## src/rtl/core/bfid_pkg.sv

```systemverilog
`timescale 1ns / 1ps

package bfid_pkg;

  // Sizes of the block.
  localparam int TGT_SIDE = 256;
  localparam int SRC_SIDE = 4096;
  localparam int COL_W    = $clog2(TGT_SIDE);
  localparam int POS_W    = $clog2(SRC_SIDE);
  localparam int SIDE_W   = 13;
  localparam int MS_W     = 9;
  localparam int SUM_W    = 32;
  localparam int MEAN_W   = 16;
  localparam int CNT_W    = 2 * POS_W + 1;
  localparam int ACC_W    = 22;
  localparam int LANES    = 3;

  // Register indexes on the configuration port.
  localparam logic [1:0] REG_SRC_W  = 2'd0;
  localparam logic [1:0] REG_SRC_H  = 2'd1;
  localparam logic [1:0] REG_MAX_SZ = 2'd2;

  // Sequencer states.
  typedef enum logic [3:0] {
    S_INIT = 4'b0001,
    S_IDLE = 4'b0010,
    S_RMW  = 4'b0100,
    S_DIV  = 4'b1000
  } state_t;

  // Request to the mean divider.
  typedef struct packed {
    logic                         start;
    logic [CNT_W-1:0]             count;
    logic [LANES-1:0][SUM_W-1:0]  sum;
  } div_req_t;

  // Answer of the mean divider.
  typedef struct packed {
    logic                         done;
    logic [LANES-1:0][MEAN_W-1:0] mean;
  } div_rsp_t;

endpackage

```

## src/rtl/core/bfid_div.sv

```systemverilog
`timescale 1ns / 1ps

module bfid_div import bfid_pkg::*; (
  input  logic     clk,
  input  logic     rst_n,
  input  div_req_t req,
  output div_rsp_t rsp
);

  localparam int NUM_W = SUM_W + 9;

  logic                        busy_r, pre_r, done_r;
  logic [3:0]                  step_r;
  logic [CNT_W-1:0]            cnt_r;
  logic [LANES-1:0][SUM_W-1:0] sum_r;
  logic [LANES-1:0][CNT_W-1:0] rem_r;
  logic [LANES-1:0][15:0]      low_r;
  logic [LANES-1:0][15:0]      q_r;

  // Control: a rounding pass, then sixteen restoring steps.
  always_ff @(posedge clk) begin
    if (!rst_n) begin
      busy_r <= 1'b0;
      pre_r  <= 1'b0;
      done_r <= 1'b0;
      step_r <= '0;
    end else if (req.start) begin
      busy_r <= 1'b1;
      pre_r  <= 1'b1;
      done_r <= 1'b0;
    end else if (pre_r) begin
      pre_r  <= 1'b0;
      step_r <= '0;
    end else if (busy_r) begin
      step_r <= step_r + 4'd1;
      if (step_r == 4'd15) begin
        busy_r <= 1'b0;
        done_r <= 1'b1;
      end
    end
  end

  // Data path of the three lanes, which share the pixel count.
  always_ff @(posedge clk) begin
    logic [NUM_W-1:0] num;
    logic [CNT_W:0]   trial;
    if (req.start) begin
      sum_r <= req.sum;
      cnt_r <= req.count;
    end else if (pre_r) begin
      for (int i = 0; i < LANES; i++) begin
        num = {1'b0, sum_r[i], 8'd0} + NUM_W'(cnt_r >> 1);
        rem_r[i] <= num[NUM_W-1:16];
        low_r[i] <= num[15:0];
      end
    end else if (busy_r) begin
      for (int i = 0; i < LANES; i++) begin
        trial = {rem_r[i], low_r[i][15]};
        if (trial >= {1'b0, cnt_r}) begin
          rem_r[i] <= CNT_W'(trial - {1'b0, cnt_r});
          q_r[i]   <= {q_r[i][14:0], 1'b1};
        end else begin
          rem_r[i] <= trial[CNT_W-1:0];
          q_r[i]   <= {q_r[i][14:0], 1'b0};
        end
        low_r[i] <= {low_r[i][14:0], 1'b0};
      end
    end
  end

  assign rsp.done = done_r;
  assign rsp.mean = q_r;

endmodule
```

## config.mk

```make
export PLATFORM = sky130hd
export DESIGN_NAME = bfid_div
export DESIGN_NICKNAME = d
export VERILOG_FILES = /design/src/rtl/core/bfid_pkg.sv /design/src/rtl/core/bfid_div.sv
export SDC_FILE = /design/constraint.sdc
export NUM_CORES = 1
export LEC_CHECK = 0
export BUFFER_PORTS_ARGS = -buffer_cell sky130_fd_sc_hd__buf_2
export CAP_MARGIN = 20
export CORE_MARGIN = 5
export CORE_UTILIZATION = 52
export DETAILED_ROUTE_END_ITERATION = 7
export GPL_TIMING_DRIVEN = 0
export HOLD_SLACK_MARGIN = 0.1
export MAX_ROUTING_LAYER = met4
export PLACE_DENSITY = 0.83
export SLEW_MARGIN = 5
export SYNTH_ARGS = -nofsm -noshare
export SYNTH_HDL_FRONTEND = slang
export SYNTH_SLANG_ARGS = --single-unit
export TNS_END_PERCENT = 100
```

## constraint.sdc

```tcl
create_clock -name clk -period 4.9 [get_ports clk]
set_clock_uncertainty 0.15 [all_clocks]
set_input_delay 0.49 -clock clk [delete_from_list [all_inputs] [get_ports clk]]
set_output_delay 0.49 -clock clk [all_outputs]
set_load 0.005 [all_outputs]
```

After elaboration in Yosys (flattened, before gate mapping)
Cells that the tools add are included.
{ "word_totals": {"reg_bits": 299, "input_bits": 124, "wordCells": 54} }
{ "op_classes": {"add_sub_neg": 7, "order_cmp": 3, "n_eq_ne": 2, "mux": 17, "n_bitwise": 3, "n_reduce_logical": 5} }
{ "op_table": {"columns": ["op", "count"], "rows": [
  ["2-to-1 mux 75 bit", 2],
  ["adder 40 x 24 -> 41 bit", 3],
  ["2-to-1 mux 48 bit", 2],
  [">= comparator 26 x 25 -> 1 bit", 3],
  ["2-to-1 mux 25 bit", 3],
  ["subtractor 25 bit", 3],
  ["2-to-1 mux 1 bit", 8],
  ["2-to-1 mux 4 bit", 2],
  ["AND reduction 3 bit", 2],
  ["adder 4 x 1 -> 4 bit (second input constant)", 1],
  ["equality test 4 bit (second input constant)", 1],
  ["NOT 1 bit", 3],
  ["inequality test 2 bit (second input constant)", 1],
  ["AND reduction 2 bit", 1],
  ["nonzero test 2 bit", 1],
  ["OR reduction 2 bit", 1]
]} }

Longest topological paths before layout
{ "depth": {"ltp_word": 5, "depth_mapped": 13, "ltp_nobuf": 12} }

Worst setup path after synthesis
OpenSTA, ideal clock, no wires.
{ "synth_path": {"path_kind": "register to register", "start": "reg pre_r", "end": "reg low_r[0] (netlist bit) (enable)", "arrival_time_ns": 2.846, "required_time_ns": 4.290, "setup_slack_ns": 1.444, "path_stages_with_launch": 4, "path_buffers": 1, "period_less_slack_ns": 3.456, "cell_sequence": "dfxtp_1 -> clkbuf_1 -> o21bai_1 -> inv_1"} }
{ "synth_via": {"elab_chain_len": 2} }
{ "synth_rtl": {"columns": ["item", "line_no", "source"], "rows": [
  ["start, declared", "bfid_div.sv:12", "logic busy_r, pre_r, done_r;"],
  ["start signal, assigned", "bfid_div.sv:24", "pre_r <= 1'b0;"],
  ["start signal, assigned", "bfid_div.sv:29", "pre_r <= 1'b1;"],
  ["start signal, assigned", "bfid_div.sv:32", "pre_r <= 1'b0;"],
  ["nonzero test 2 bit (no line)", null, null],
  ["AND reduction 2 bit (no line)", null, null],
  ["end signal, assigned by index", "bfid_div.sv:54", "low_r[i] <= num[15:0];"],
  ["end signal, assigned by index", "bfid_div.sv:66", "low_r[i] <= {low_r[i][14:0], 1'b0};"],
  ["end, declared", "bfid_div.sv:17", "logic [LANES-1:0][15:0] low_r;"]
]} }
No other way between the ends.
A chain may end at the register's enable or synchronous reset.

Worst setup path in the final report
{ "layout_path": {"start": "reg cnt_r[12]", "end": "reg rem_r[1] (netlist bit) (data pin)"} }
{ "layout_via": {"elab_chain_len": 4} }
{ "layout_rtl": {"columns": ["item", "line_no", "source"], "rows": [
  ["start, declared", "bfid_div.sv:14", "logic [CNT_W-1:0] cnt_r;"],
  ["start signal, assigned", "bfid_div.sv:49", "cnt_r <= req.count;"],
  [">= comparator 26 x 25 -> 1 bit", "bfid_div.sv:59", "if (trial >= {1'b0, cnt_r}) begin"],
  ["2-to-1 mux 25 bit", "bfid_div.sv:59", null],
  ["2-to-1 mux 75 bit", "bfid_div.sv:56", "end else if (busy_r) begin"],
  ["2-to-1 mux 75 bit *", "bfid_div.sv:50", "end else if (pre_r) begin"],
  ["end signal, assigned by index", "bfid_div.sv:53", "rem_r[i] <= num[NUM_W-1:16];"],
  ["end signal, assigned by index", "bfid_div.sv:60", "rem_r[i] <= CNT_W'(trial - {1'b0, cnt_r});"],
  ["end signal, assigned by index", "bfid_div.sv:63", "rem_r[i] <= trial[CNT_W-1:0];"],
  ["end, declared", "bfid_div.sv:16", "logic [LANES-1:0][CNT_W-1:0] rem_r;"]
]} }
Mark *: on every way between the ends. The rest lies on a longest branch, timed or not. The select of a mux whose other input is x is not followed.

==> metrics.txt <==
Fillers roughly 2700; Post-DP HPWL 37.7 mm; htree depth 1; synthesized instance count 1650; top_reg_cell synth edfxtp_1; FF+latch count, synth roughly 280; # IOs about 170; clk root buf clkbuf_16; syn_nets roughly 1900; Tmin final about 4.2 ns; TritonRoute pass-1 iters 5; unrepaired setup endpoints after global routing false; share of layout cells above drive strength 1 approximately 15%; total negative slack 0 ns; ys async rst share 0%; Post-CTS Resized 0; largest net degree at the start of global routing slightly above 70; sequential area share after synthesis a little under half; Arr. time, crit path about 4.3 ns; mapped cell area between 15000 and 20000 µm²; Area growth syn-to-layout 21.3%; Synth top area share 46.3%; outcome finished, final reports clean; yosys warns 0; biggest cell delay along the critical path roughly 0.53 ns; endpoint class of the critical path flip-flop; fin crit share between 80% and 90%; Via Count 15200; sw frac 32.0%; grt total ovfl 0; die height just under 200 µm; Hold Violations, Final 0; CTS buffer count 31; total wire length approximately 56 mm; Setup violations, final 0; Port Buf Inserts between 150 and 200; MaxCap Viol Count 0; switching power 0.00256 W; worst slew pin tran 1.16 ns; average wire per standard cell roughly 23 µm; CP Data Required Time just over 5 ns; clock-pin slew on the worst setup and hold paths ~0.06 ns; fmax between 200 and 250 MHz; P_int 0.00543 W; number of synthesized flops with an enable pin 276; core area around 34000 µm²; worst vdd ir between 500 and 600 µV; TritonCTS clock tree done; # Post-CTS Setup Buffers 0; Gate power share between 30% and 40%; Slew Limit Fails 0; top post-synthesis cells by area edfxtp_1 46%, ha_1 8.7%, xnor2_1 4.7%, a21oi_1 3.2%, nand2_1 2.4%; Pleak roughly 8.5 nW; Pwr Total around 0.008 W; die width 195 µm; number of remaining DRC errors 0; Final Cell Area around 22000 µm²; unique cell type count in the Yosys netlist 93; vias in the first global route around 15000; Max clock buf depth 3; clock insertion delay at the later pin of the skew report around 0.60 ns; Vias/cell between 6 and 7; global placer's final weighted congestion 0.997; sequential power share 38.6%; critical-path cell list inv_1, ha_1, clkbuf_1, nand3_1, nor3_1, a31oi_2, inv_1, clkbuf_1, o211a_1, a221oi_1; synthesized area per cell between 10 and 15 µm²; Setup Crit Path Kind flip-flop to flip-flop; Pwr per Cell Area between 300 and 400 nW/µm²; # rows between 60 and 70; die area around 38000 µm²; Sink Count about 280; Worst Hold Class flip-flop to flip-flop; All-Layer GR Usage 29.1%; cell taking the most area after synthesis edfxtp_1; initial antenna violation count 1; Starting Density between 50% and 60%; Cell Area, Placed 19400 µm²; Worst Setup Start Kind flip-flop; Slew HR around 22%; number of routed nets with antenna violations 0; initial DRC count about 1400; crit-path max FO 10; Slowest-stage cell, CP edfxtp_1; Clock power frac 31.4%; first-pass GRT wire length ~85 mm; final net count 2234
timing repair:
item | in CTS | in global routing
hold buffers | 122 | 0
endpoints found under the setup margin | 0 | 0
hold endpoints to repair | 128 | 0
cell type report:
cell class / instances / area (µm²) / share of cell area [%]
Inverter: 73 / 282 / 1.30
Clock inverter: 22 / 289 / 1.33
Buffer: 54 / 250 / 1.15
Multi-Input combinational cell: 1240 / 8930 / 41.1
Tap cell: 455 / 569 / 2.62
Clock buffer: 35 / 791 / 3.64
Sequential cell: 283 / 8430 / 38.8
Antenna cell: 1 / 2.50 / 0.0115
Timing Repair Buffer: 297 / 2160 / 9.95
synthesized netlist by cell type, types with 15 or more instances:
cell and count:
a211oi_1 43, a21o_1 47, a21oi_1 113, a31oi_1 18
clkbuf_1 31, edfxtp_1 276, ha_1 124, inv_1 69
mux2_2 23, mux2i_1 34, nand2_1 115, nand2b_1 17
nand3_1 42, nand4_1 33, nor2_1 98, nor2b_1 17
nor3_1 37, o211ai_1 19, o21a_1 26, o21ai_0 76
or3_1 15, xnor2_1 96, xor2_1 27
path summary, 6_finish.rpt:
| kind | from | end | slack [ns] | cells past startpoint |
|---|---|---|---|---|
| worst min-delay path | rsp[25]$_DFFE_PP_ | rsp[26]$_DFFE_PP_ | 0.29 | 0 |
| worst max register to register | cnt_r[12]$_DFFE_PP_ | rem_r[1]$_DFFE_PP_ | 0.75 | 10 |
| worst min register to register | rsp[25]$_DFFE_PP_ | rsp[26]$_DFFE_PP_ | 0.29 | 0 |
| worst max-delay path | cnt_r[12]$_DFFE_PP_ | rem_r[1]$_DFFE_PP_ | 0.75 | 10 |
layer usage:
layer	GRT usage [%]	vias to the layer above	routed length (µm)
li1	-	6997	-
met1	36.8	7335	22400
met2	47.3	755	26200
met3	3.83	151	4400
met4	12.6	0	3050
met5	-	-	0
critical path, delay by kind of cell (launching register included):
kind / cells / cell delay (ns)
buf+inv: 4 / 1.43
fa+ha+maj: 1 / 0.38
simple gates: 2 / 0.66
compound gates: 3 / 0.68
flops: 1 / 0.53
cells in the final DEF (no fill, tap or decap), types with 18 or more instances in the layout:
cell type,Yosys,layout
dlygate4sd3_1,0,122
clkbuf_16,0,31
o21ai_0,76,76
o21a_1,26,26
a21oi_1,113,113
inv_1,69,67
o211ai_1,19,19
nand4_1,33,33
ha_1,124,124
mux2i_1,34,34
nand2_1,115,115
nor2_1,98,98
xnor2_1,96,96
mux2_2,23,23
nor3_1,37,37
xor2_1,27,27
a31oi_1,18,18
a21o_1,47,47
buf_2,10,181
edfxtp_1,276,276
clkbuf_1,31,35
a211oi_1,43,43
nand3_1,42,42
metrics by stage:
| stage | hold WS, ns | cells | util, % | worst slack, ns |
|---|---|---|---|---|
| after floorplan | 0.302 | 1650 | - | 1.44 |
| after global placement | 0.277 | 2277 | 56.3 | -0.899 |
| after CTS | 0.292 | 2459 | 63.3 | 0.878 |
| after detailed placement | 0.278 | 2280 | 56.6 | 0.896 |
| after global routing | 0.311 | 2460 | 63.3 | 0.609 |
| final | 0.294 | 2460 | 63.3 | 0.750 |
flip-flops by register name, summed over array words and instances, names as in the netlist:
signal  flops
step_r      4
busy_r      1
low_r      32
rem_r      75
done_r      1
sum_r      96
cnt_r      25
rsp        48
pre_r       1
cells by family (layout without fill, tap and decap cells):
logic type | count (synthesis) | after routing | synth area share (%)
compound gates | 491 | 491 | 19.0
simple gates | 439 | 439 | 12.2
flops | 283 | 283 | 47.1
fa+ha+maj | 130 | 130 | 9.35
buf+inv | 127 | 481 | 2.96
xor+xnor | 123 | 123 | 6.02
mux | 57 | 57 | 3.35
other cells | 0 | 1 | 0
power groups by stage:
stage	logic, W	registers [W]	clock network, W
global placement	0.00217	0.00313	0
global route	0.00262	0.00310	0.00263
floorplan	0.00168	0.00307	0
CTS	0.00232	0.00308	0.00252
finish	0.00240	0.00308	0.00251
detailed placement	0.00223	0.00312	0
Power figures use the tool's default switching activity.
