<file path="config.mk">
export PLATFORM = sky130hd
export DESIGN_NAME = bfid_ram
export DESIGN_NICKNAME = d
export VERILOG_FILES = /design/src/rtl/core/bfid_ram.sv
export SDC_FILE = /design/constraint.sdc
export NUM_CORES = 1
export LEC_CHECK = 0
export BUFFER_PORTS_ARGS = -buffer_cell sky130_fd_sc_hd__buf_2
export CORE_MARGIN = 5
export CORE_UTILIZATION = 65
export DETAILED_ROUTE_END_ITERATION = 10
export GPL_TIMING_DRIVEN = 0
export PLACE_DENSITY = 0.84
export REMOVE_ABC_BUFFERS = 1
export SYNTH_ARGS = -nofsm -noshare
export SYNTH_HDL_FRONTEND = slang
export SYNTH_SLANG_ARGS = --single-unit
</file>
<file path="constraint.sdc">
create_clock -name clk -period 5.7 [get_ports clk]
set_clock_uncertainty 0.05 [all_clocks]
set_input_delay 1.14 -clock clk [delete_from_list [all_inputs] [get_ports clk]]
set_output_delay 1.14 -clock clk [all_outputs]
set_load 0.05 [all_outputs]
</file>
<file path="src/rtl/core/bfid_ram.sv">
`timescale 1ns / 1ps

module bfid_ram #(
  parameter int WIDTH = 8,
  parameter int DEPTH = 16
) (
  input  logic                     clk,
  input  logic                     we,
  input  logic [$clog2(DEPTH)-1:0] waddr,
  input  logic [WIDTH-1:0]         wdata,
  input  logic                     re,
  input  logic [$clog2(DEPTH)-1:0] raddr,
  output logic [WIDTH-1:0]         rdata
);

  logic [WIDTH-1:0] mem [DEPTH];

  // One write port and one registered read port.
  always_ff @(posedge clk) begin
    if (we) begin
      mem[waddr] <= wdata;
    end
    if (re) begin
      rdata <= mem[raddr];
    end
  end

endmodule

</file>
* Word level (Yosys, flattened, before mapping)
Memories as Yosys holds them, arrays and structs flattened. A register that Yosys moved wholly into a read port is not among the register bits.
Index checks and enable logic that the tools add are counted.
** Storage, ports and cells
- Input bits :: 19
- Output and inout port bits :: 8
- Word-level logic and storage cells :: 3
- Register bits after elaboration :: 0
- RAM bits :: 128
- Memories kept :: 1
** Memory list
- mem :: words 16, bits a word 8, rd ports 1, clocked after memory_dff 1, wr ports 1, line 16 : logic [WIDTH-1:0] mem [DEPTH];
** Operators by class
- Muxes and demuxes :: 2
** Operators with widths (count)
- 2-to-1 mux 1 bit :: 2

* Depth between registers and ports, before layout
Gate-level depths: netlist of the first run.
- Depth in word-level cells :: 2
- Gate-level depth with buffers :: 5
- Depth with buffers taken out :: 3

* Least setup slack after synthesis of the first run
OpenSTA, ideal clock, no wires.
- Path type :: input -> register
- From :: input waddr[2]
- To :: memory mem[0][0], enable pin
- Buffers on the path :: 0
- Data arrival time :: 2.250 ns
- Library setup time :: 0.383 ns
- Path slack :: 3.017 ns
- Stages :: 2
- Data required time :: 5.267 ns
- Cells stage by stage :: or3b_2 -> nor3_1
** RTL lines
- start, declared :: line 9 : input logic [$clog2(DEPTH)-1:0] waddr,
- end, declared :: line 16
Straight into the memory's write port.

==> results of run 1 <==
## metal layers
metal / GRT usage [%] / wire (um) / vias up
li1: - / - / 1055
met1: 30.6 / 4000 / 1279
met2: 35.1 / 5040 / 151
met3: 5.47 / 860 / 15
met4: 7.14 / 129 / 0
met5: 0 / 0 / -
## area by class of cell
class,instances,area share (%)
flip-flops and latches,136,67.9
multi-input cells,83,17.8
clock buffers,17,6.89
clock inverters,15,2.93
repair buffers,28,2.37
well taps,102,2.12
## registers in the layout (all words and copies together) (netlist names)
signal	flops
mem	128
rdata	8
## how the worst max path moves through the flow
stage / endpoint / cells past startpoint
final: rdata[2]$_DFFE_PP_ / 4
after global routing: rdata[2]$_DFFE_PP_ / 4
after CTS: mem[0][3]$_DFFE_PP_ / 3
after detailed placement: mem[0][7]$_DFFE_PP_ / 3
after global placement: rdata[3]$_DFFE_PP_ / 4
after floorplan: mem[0][0]$_DFFE_PP_ / 2
## kinds of logic (layout without fill, tap and decap cells)
kind of cell | count (synthesis) | after routing
AO/OA/AOI/OAI | 16 | 16
buffers and inverters | 10 | 60
flip-flops | 136 | 136
multiplexers | 32 | 32
AND/OR/NAND/NOR | 35 | 35
## tightest hold or removal path: cells and delay by family (launching register included)
family | cells | cell delay (ns)
AO/OA/AOI/OAI | 1 | 0.07
flip-flops | 1 | 0.31
multiplexers | 1 | 0.22
AND/OR/NAND/NOR | 1 | 0.07
## cell usage in the layout, fill, tap and decap left out, drive strengths merged
master    instances
nand2b            2
nor2b             1
bufinv            3
nand3             1
clkinv            5
nand2             9
or3b              1
and2b             1
mux4             32
nor2             13
and2              1
inv               2
a22oi            16
buf              28
edfxtp          136
nor3              4
clkinvlp          5
clkbuf           17
nand3b            2
## metrics by stage
stage	util, %	instances
floorplan	-	219
global placement	69.5	347
detailed placement	69.5	347
CTS	77.1	379
global route	77.4	381
finish	77.4	381
## power by group
| group | switching, W | total [W] | internal (W) |
|---|---|---|---|
| clock | 0.000405 | 0.00107 | 0.000666 |
| sequential | 0.00000590 | 0.00113 | 0.00113 |
| combinational | 0.0000766 | 0.000116 | 0.0000392 |
==> impl_summary.log, run 1 <==
INFO  metric outcome = completed
INFO  metric drt_iter0_drc = 325
INFO  metric synth.distinct_cells = 18
INFO  metric synth_seq_cells = 136
INFO  metric syn-instance-count = 229
INFO  metric synthDominantAreaCellType = edfxtp_1
INFO  metric tritoncts.num_buffers = 17
INFO  metric reg2reg_setup_slack = 4.01 ns
INFO  metric synth_warnings = 0
INFO  metric post_synth_fa_ha_maj_area_fraction = 0%
INFO  metric maxCapViolCount = 0
INFO  metric setup-violations-final = 0
INFO  metric via_count_of_the_first_global_routing_pass = 2609
INFO  metric synth.mux.area_fraction = 14.8%
INFO  metric synth-simple-area-share = 3.14%
INFO  metric regToRegEndpoint = rdata[2]$_DFFE_PP_
INFO  metric cts.htree.levels = 4
INFO  metric antenna_found_initial = 0
INFO  metric clkSinkCount = 136
INFO  metric startpoint = raddr[0]
INFO  metric report.final.slew_viol_count = 0
INFO  metric synth_enable_flop_cells = 136
INFO  metric n_fill_cell = 409
INFO  metric p_per_area = 386 nW/um2
INFO  metric hold_start = mem[14][6]$_DFFE_PP_
INFO  metric power_leakage = 2.00 nW
INFO  metric setup_tns = 0 ns
INFO  metric synth_compound_gate_area_share = 2.30%
INFO  metric irDropWorstVdd = 211 uV
INFO  metric worst-endpoint-arrival = 3.09 ns
INFO  metric final_design_area_no_fill = 6010 um2
INFO  metric gp_congestion = 0.720
INFO  metric finalCriticalPeriod = 2.89 ns
INFO  metric cts_hold_buffers = 0
INFO  metric layout-drive-gt1-share = 28.7%
INFO  metric p_total = 0.00232 W
INFO  metric finalHoldWorstSlack = 0.716 ns
INFO  metric finish.net_count = 285
INFO  metric diodes = 0
INFO  metric worst_pin_slew = 1.07 ns
INFO  metric place_ws = 2.29 ns
INFO  metric synthToLayoutAreaGrowth = 15.0%
INFO  metric clk-insertion-delay-late = 0.52 ns
INFO  metric final.period_utilization = 50.8%
INFO  metric wl_per_cell = 26.3 um
INFO  metric cts.root.buffer_cell = clkbuf_8
INFO  metric fp.dieH = 99.7 um
INFO  metric syn-mean-instance-area = 22.8 um2
INFO  metric unrepaired_setup_endpoints_after_global_routing = false
INFO  metric worst_hold_class = reg2reg
INFO  metric cp_max_fo = 32
INFO  metric reg2regPathDepth = 3
INFO  metric grt-ovfl-total = 0
INFO  metric crit_type = in2reg
INFO  metric die_width = 99.7 um
INFO  metric antenna_violating_nets_post_route = 0
INFO  metric drc_errors = 0
INFO  metric multiInputGateArea = 1070 um2
INFO  metric clk_pin_slew_worst_paths = 0.06 ns
INFO  metric clock_tree.buffer_depth = 2
INFO  metric whs_endpoint = rdata[6]$_DFFE_PP_
INFO  metric io_buffer_count = 26
INFO  metric core-area = 7770 um2
INFO  metric synthArstFlopShare = 0%
INFO  metric max_slew_margin = 28.6%
INFO  metric num_io_pins = 27
INFO  metric synth_xor_area_share = 0%
INFO  metric drt-total-wl = 10000 um
INFO  metric max_clock_freq = 345 MHz
INFO  metric cp.buffers_inverters = 1
INFO  metric sequential_area = 4080 um2
INFO  metric worst_path_largest_cell_delay = 0.78 ns
INFO  metric cp-end-kind = flop
INFO  metric cp_cell_sequence = buf_2 -> mux4_1 -> a22oi_1 -> nand2_1
INFO  metric worst_ep_required_time = 5.89 ns
INFO  metric die-area = 9940 um2
INFO  metric post_drt_via_cell_ratio = 6.56
INFO  metric cp_top_family = buffers and inverters
INFO  metric cts_tree = built
INFO  metric netlist_top_cells_area = edfxtp_1, mux4_2, mux4_1
INFO  metric finalHoldViolations = 0
INFO  metric detailroute.via_count = 2500
INFO  metric largest_net_degree_at_the_start_of_global_routing = 33
INFO  metric grt_pass1_wl = 15400 um
INFO  metric cts_resized = 0
INFO  metric ys_top_cells_by_count = edfxtp_1, mux4_2, a22oi_1, mux4_1, nor2_1
INFO  metric cell_with_the_most_instances_after_synthesis = edfxtp_1
INFO  metric detailedRoute.firstPassIterationCount = 5
INFO  metric critical_path.slowest_cell = buf_2
INFO  metric main_combinational_cell_family_by_area_after_synthesis = multiplexers
INFO  metric floorplan.initialDensity = 67.3%
INFO  metric synth_flop_cell = edfxtp_1
INFO  metric yosysTopAreaCellShare = 78.1%
INFO  metric timing.final.ws_setup = 2.81 ns
INFO  metric dp_hpwl = 5560 um
INFO  metric post-cts-setup-buffer-count = 0
INFO  metric whs_path_depth = 3
INFO  metric combined_area_of_all_synthesized_cells = 5230 um2
INFO  metric overall_global_routing_resource_usage = 22.1%
INFO  metric yosysSeqAreaShare = 78.1%
INFO  metric critical_path.reg2reg.startpoint = mem[4][2]$_DFFE_PP_
INFO  metric detailed_place.area = 5400 um2
INFO  metric setup.worst_path.start_class = primary input
INFO  metric placement_rows = 32
Power figures use the tool's default switching activity.
==> run 2: changes to the inputs <==
--- a/config.mk
+++ b/config.mk
@@ -7,10 +7,10 @@
 export LEC_CHECK = 0
 export BUFFER_PORTS_ARGS = -buffer_cell sky130_fd_sc_hd__buf_2
 export CORE_MARGIN = 5
-export CORE_UTILIZATION = 65
+export CORE_UTILIZATION = 60
 export DETAILED_ROUTE_END_ITERATION = 10
 export GPL_TIMING_DRIVEN = 0
-export PLACE_DENSITY = 0.84
+export PLACE_DENSITY = 0.78
 export REMOVE_ABC_BUFFERS = 1
 export SYNTH_ARGS = -nofsm -noshare
 export SYNTH_HDL_FRONTEND = slang
==> constraint.sdc (replaced) <==
create_clock -name clk -period 2.7 [get_ports clk]
set_clock_uncertainty 0.05 [all_clocks]
set_input_delay 0.54 -clock clk [delete_from_list [all_inputs] [get_ports clk]]
set_output_delay 0.54 -clock clk [all_outputs]
set_load 0.05 [all_outputs]
==> run 2 against run 1 <==
  * Register-to-register slack worse by 2.9 ns
  * Cell count is 1.6% higher
  * First-iteration DRC count is 18% lower
  * Flip-flop and latch count stayed put
  * Die area is 7.5% higher
  * Setup slack worse by 2.3 ns
  * Power is 120% higher
==> impl_summary.log, run 2 (synthesis results as in run 1) <==
INFO  metric dp_hpwl = 5600 um (+0.74%)
INFO  metric place_ws = -0.0659 ns (-2.36 ns)
INFO  metric crit_type = in2reg
INFO  metric final_common_cell = edfxtp_1
INFO  metric clk-insertion-delay-late = 0.51 ns (about the same)
INFO  metric gp_congestion = 0.727 (+1.0%)
INFO  metric finish.net_count = 285 (unchanged)
INFO  metric finalHoldViolations = 0 (unchanged)
INFO  metric cp_top_family = buffers and inverters
INFO  metric irDropWorstVdd = 524 uV (+150%)
INFO  metric detailedRoute.firstPassIterationCount = 5 (unchanged)
INFO  metric detailed_place.area = 5420 um2 (+0.46%)
INFO  metric p_total = 0.00513 W (+120%)
INFO  metric largest_register_ffs = 128 (unchanged)
INFO  metric fp.dieH = 103 um (+3.7%)
INFO  metric final.period_utilization = 81.6%
INFO  metric detailroute.via_count = 2405 (-3.8%)
INFO  metric floorplan.initialDensity = 60.8% (-6.5 points)
INFO  metric die-area = 10700 um2 (+7.5%)
INFO  metric grt_pass1_wl = 14600 um (-5.3%)
INFO  metric die_width = 103 um (+3.7%)
INFO  metric grt-ovfl-total = 0 (unchanged)
INFO  metric worst_hold_class = in2reg
INFO  metric tritoncts.num_buffers = 17 (unchanged)
INFO  metric cts.htree.levels = 4 (unchanged)
INFO  metric largest_net_degree_at_the_start_of_global_routing = 33 (unchanged)
INFO  metric worst-endpoint-arrival = 2.39 ns (-0.70 ns)
INFO  metric largest_registers = mem (128), rdata (8)
INFO  metric drt-total-wl = 9390 um (-6.4%)
INFO  metric via_count_of_the_first_global_routing_pass = 2450 (-6.1%)
INFO  metric clkSinkCount = 136 (unchanged)
INFO  metric cts_hold_buffers = 0 (unchanged)
INFO  metric cts_tree = built
INFO  metric diodes = 0 (unchanged)
INFO  metric drt_iter0_drc = 267 (-18%)
INFO  metric maxCapViolCount = 0 (unchanged)
INFO  metric layout-drive-gt1-share = 28.0% (-0.72 points)
INFO  metric max_slew_margin = 32.2% (+3.6 points)
INFO  metric io_buffer_count = 26 (unchanged)
INFO  metric setup-violations-final = 0 (unchanged)
INFO  metric unrepaired_setup_endpoints_after_global_routing = false
INFO  metric critical_path.slowest_cell = buf_2
INFO  metric antenna_violating_nets_post_route = 0 (unchanged)
INFO  metric antenna_found_initial = 0 (unchanged)
INFO  metric setup.worst_path.start_class = primary input
INFO  metric timing.final.ws_setup = 0.497 ns (-2.31 ns)
INFO  metric cts.root.buffer_cell = clkbuf_8
INFO  metric cp_max_fo = 32 (unchanged)
INFO  metric cp_cell_sequence = buf_2 -> mux4_1 -> a22oi_1 -> nand2_1
INFO  metric clk_pin_slew_worst_paths = 0.06 ns (about the same)
INFO  metric max_flop_register = mem
INFO  metric wl_per_cell = 24.3 um (-7.9%)
INFO  metric cp.buffers_inverters = 1 (unchanged)
INFO  metric finalCriticalPeriod = 2.20 ns
INFO  metric placement_rows = 34 (+6.3%)
INFO  metric power_leakage = 2.03 nW (+1.8%)
INFO  metric overall_global_routing_resource_usage = 20.0% (-2.1 points)
INFO  metric post_drt_via_cell_ratio = 6.21 (-5.3%)
INFO  metric num_io_pins = 27 (unchanged)
INFO  metric synthToLayoutAreaGrowth = 16.3%
INFO  metric outcome = completed
INFO  metric p_per_area = 844 nW/um2 (+120%)
INFO  metric cp-end-kind = flop
INFO  metric max_clock_freq = 454 MHz
INFO  metric layout_common_cells = edfxtp_1, buf_2, mux4_2, a22oi_1, clkbuf_16
INFO  metric drc_errors = 0 (unchanged)
INFO  metric worst_ep_required_time = 2.89 ns (-3.00 ns)
INFO  metric post-cts-setup-buffer-count = 0 (unchanged)
INFO  metric report.final.slew_viol_count = 0 (unchanged)
INFO  metric final_design_area_no_fill = 6080 um2 (+1.1%)
INFO  metric worst_path_largest_cell_delay = 0.76 ns (-0.02 ns)
INFO  metric clock_tree.buffer_depth = 2 (unchanged)
INFO  metric cts_resized = 0 (unchanged)
INFO  metric core-area = 8590 um2 (+11%)
INFO  metric worst_pin_slew = 1.02 ns (-0.0545 ns)
-- run 2: cell types whose count changed in the layout (fill, tap and decap cells not counted), sizes merged --
cell / before / now
bufinv: 3 / 6
inv: 2 / 0
clkbuf: 17 / 19
clkinvlp: 5 / 2
-- run 2: through the flow --
step	utilization [%]	setup TNS, ns	cells	hold slack (ns)
3_3_place_gp	62.9	-0.238	353	0.675
4_1_cts	70.7	0	386	0.309
3_5_place_dp	63.1	-0.567	354	0.692
2_1_floorplan	-	0	219	0.589
5_1_grt	70.7	0	387	0.312
6_report	70.7	0	387	0.324
-- run 2: worst register-to-register path, stage by stage (launching register included) --
cell and delay (ns):
edfxtp_1 0.38, mux4_1 0.50, a22oi_1 0.30, nand2_1 0.12
-- run 2: layout make-up --
class / count / area, um2
clock buffer: 19 / 422
sequential: 136 / 4080
clock inverter: 13 / 226
timing repair buffer: 28 / 143
fill: 506 / 2520
multi-input combinational: 83 / 1070
tap: 108 / 135
-- run 2: final timing paths --
path	from	endpoint	slack [ns]	depth (start not counted)
worst max register to register	mem[8][5]$_DFFE_PP_	rdata[5]$_DFFE_PP_	1.08	3
worst max-delay path	raddr[0]	rdata[5]$_DFFE_PP_	0.50	4
worst min-delay path	re	rdata[0]$_DFFE_PP_	0.32	1
worst min register to register	mem[4][0]$_DFFE_PP_	rdata[0]$_DFFE_PP_	0.70	3
-- run 2: where the power goes --
group	switching, W	internal, W
combinational	0.000153	0.0000824
clock	0.000824	0.00168
sequential	0.0000110	0.00238
-- run 2: metal layers --
layer | wire length (um) | track usage, % | vias up | share of wire, %
li1 | - | - | 1062 | -
met1 | 3690 | 27.7 | 1222 | 39
met2 | 4840 | 31.2 | 107 | 52
met3 | 733 | 5.97 | 14 | 7.8
met4 | 119 | 6.08 | 0 | 1.3
met5 | 0 | 0 | - | 0
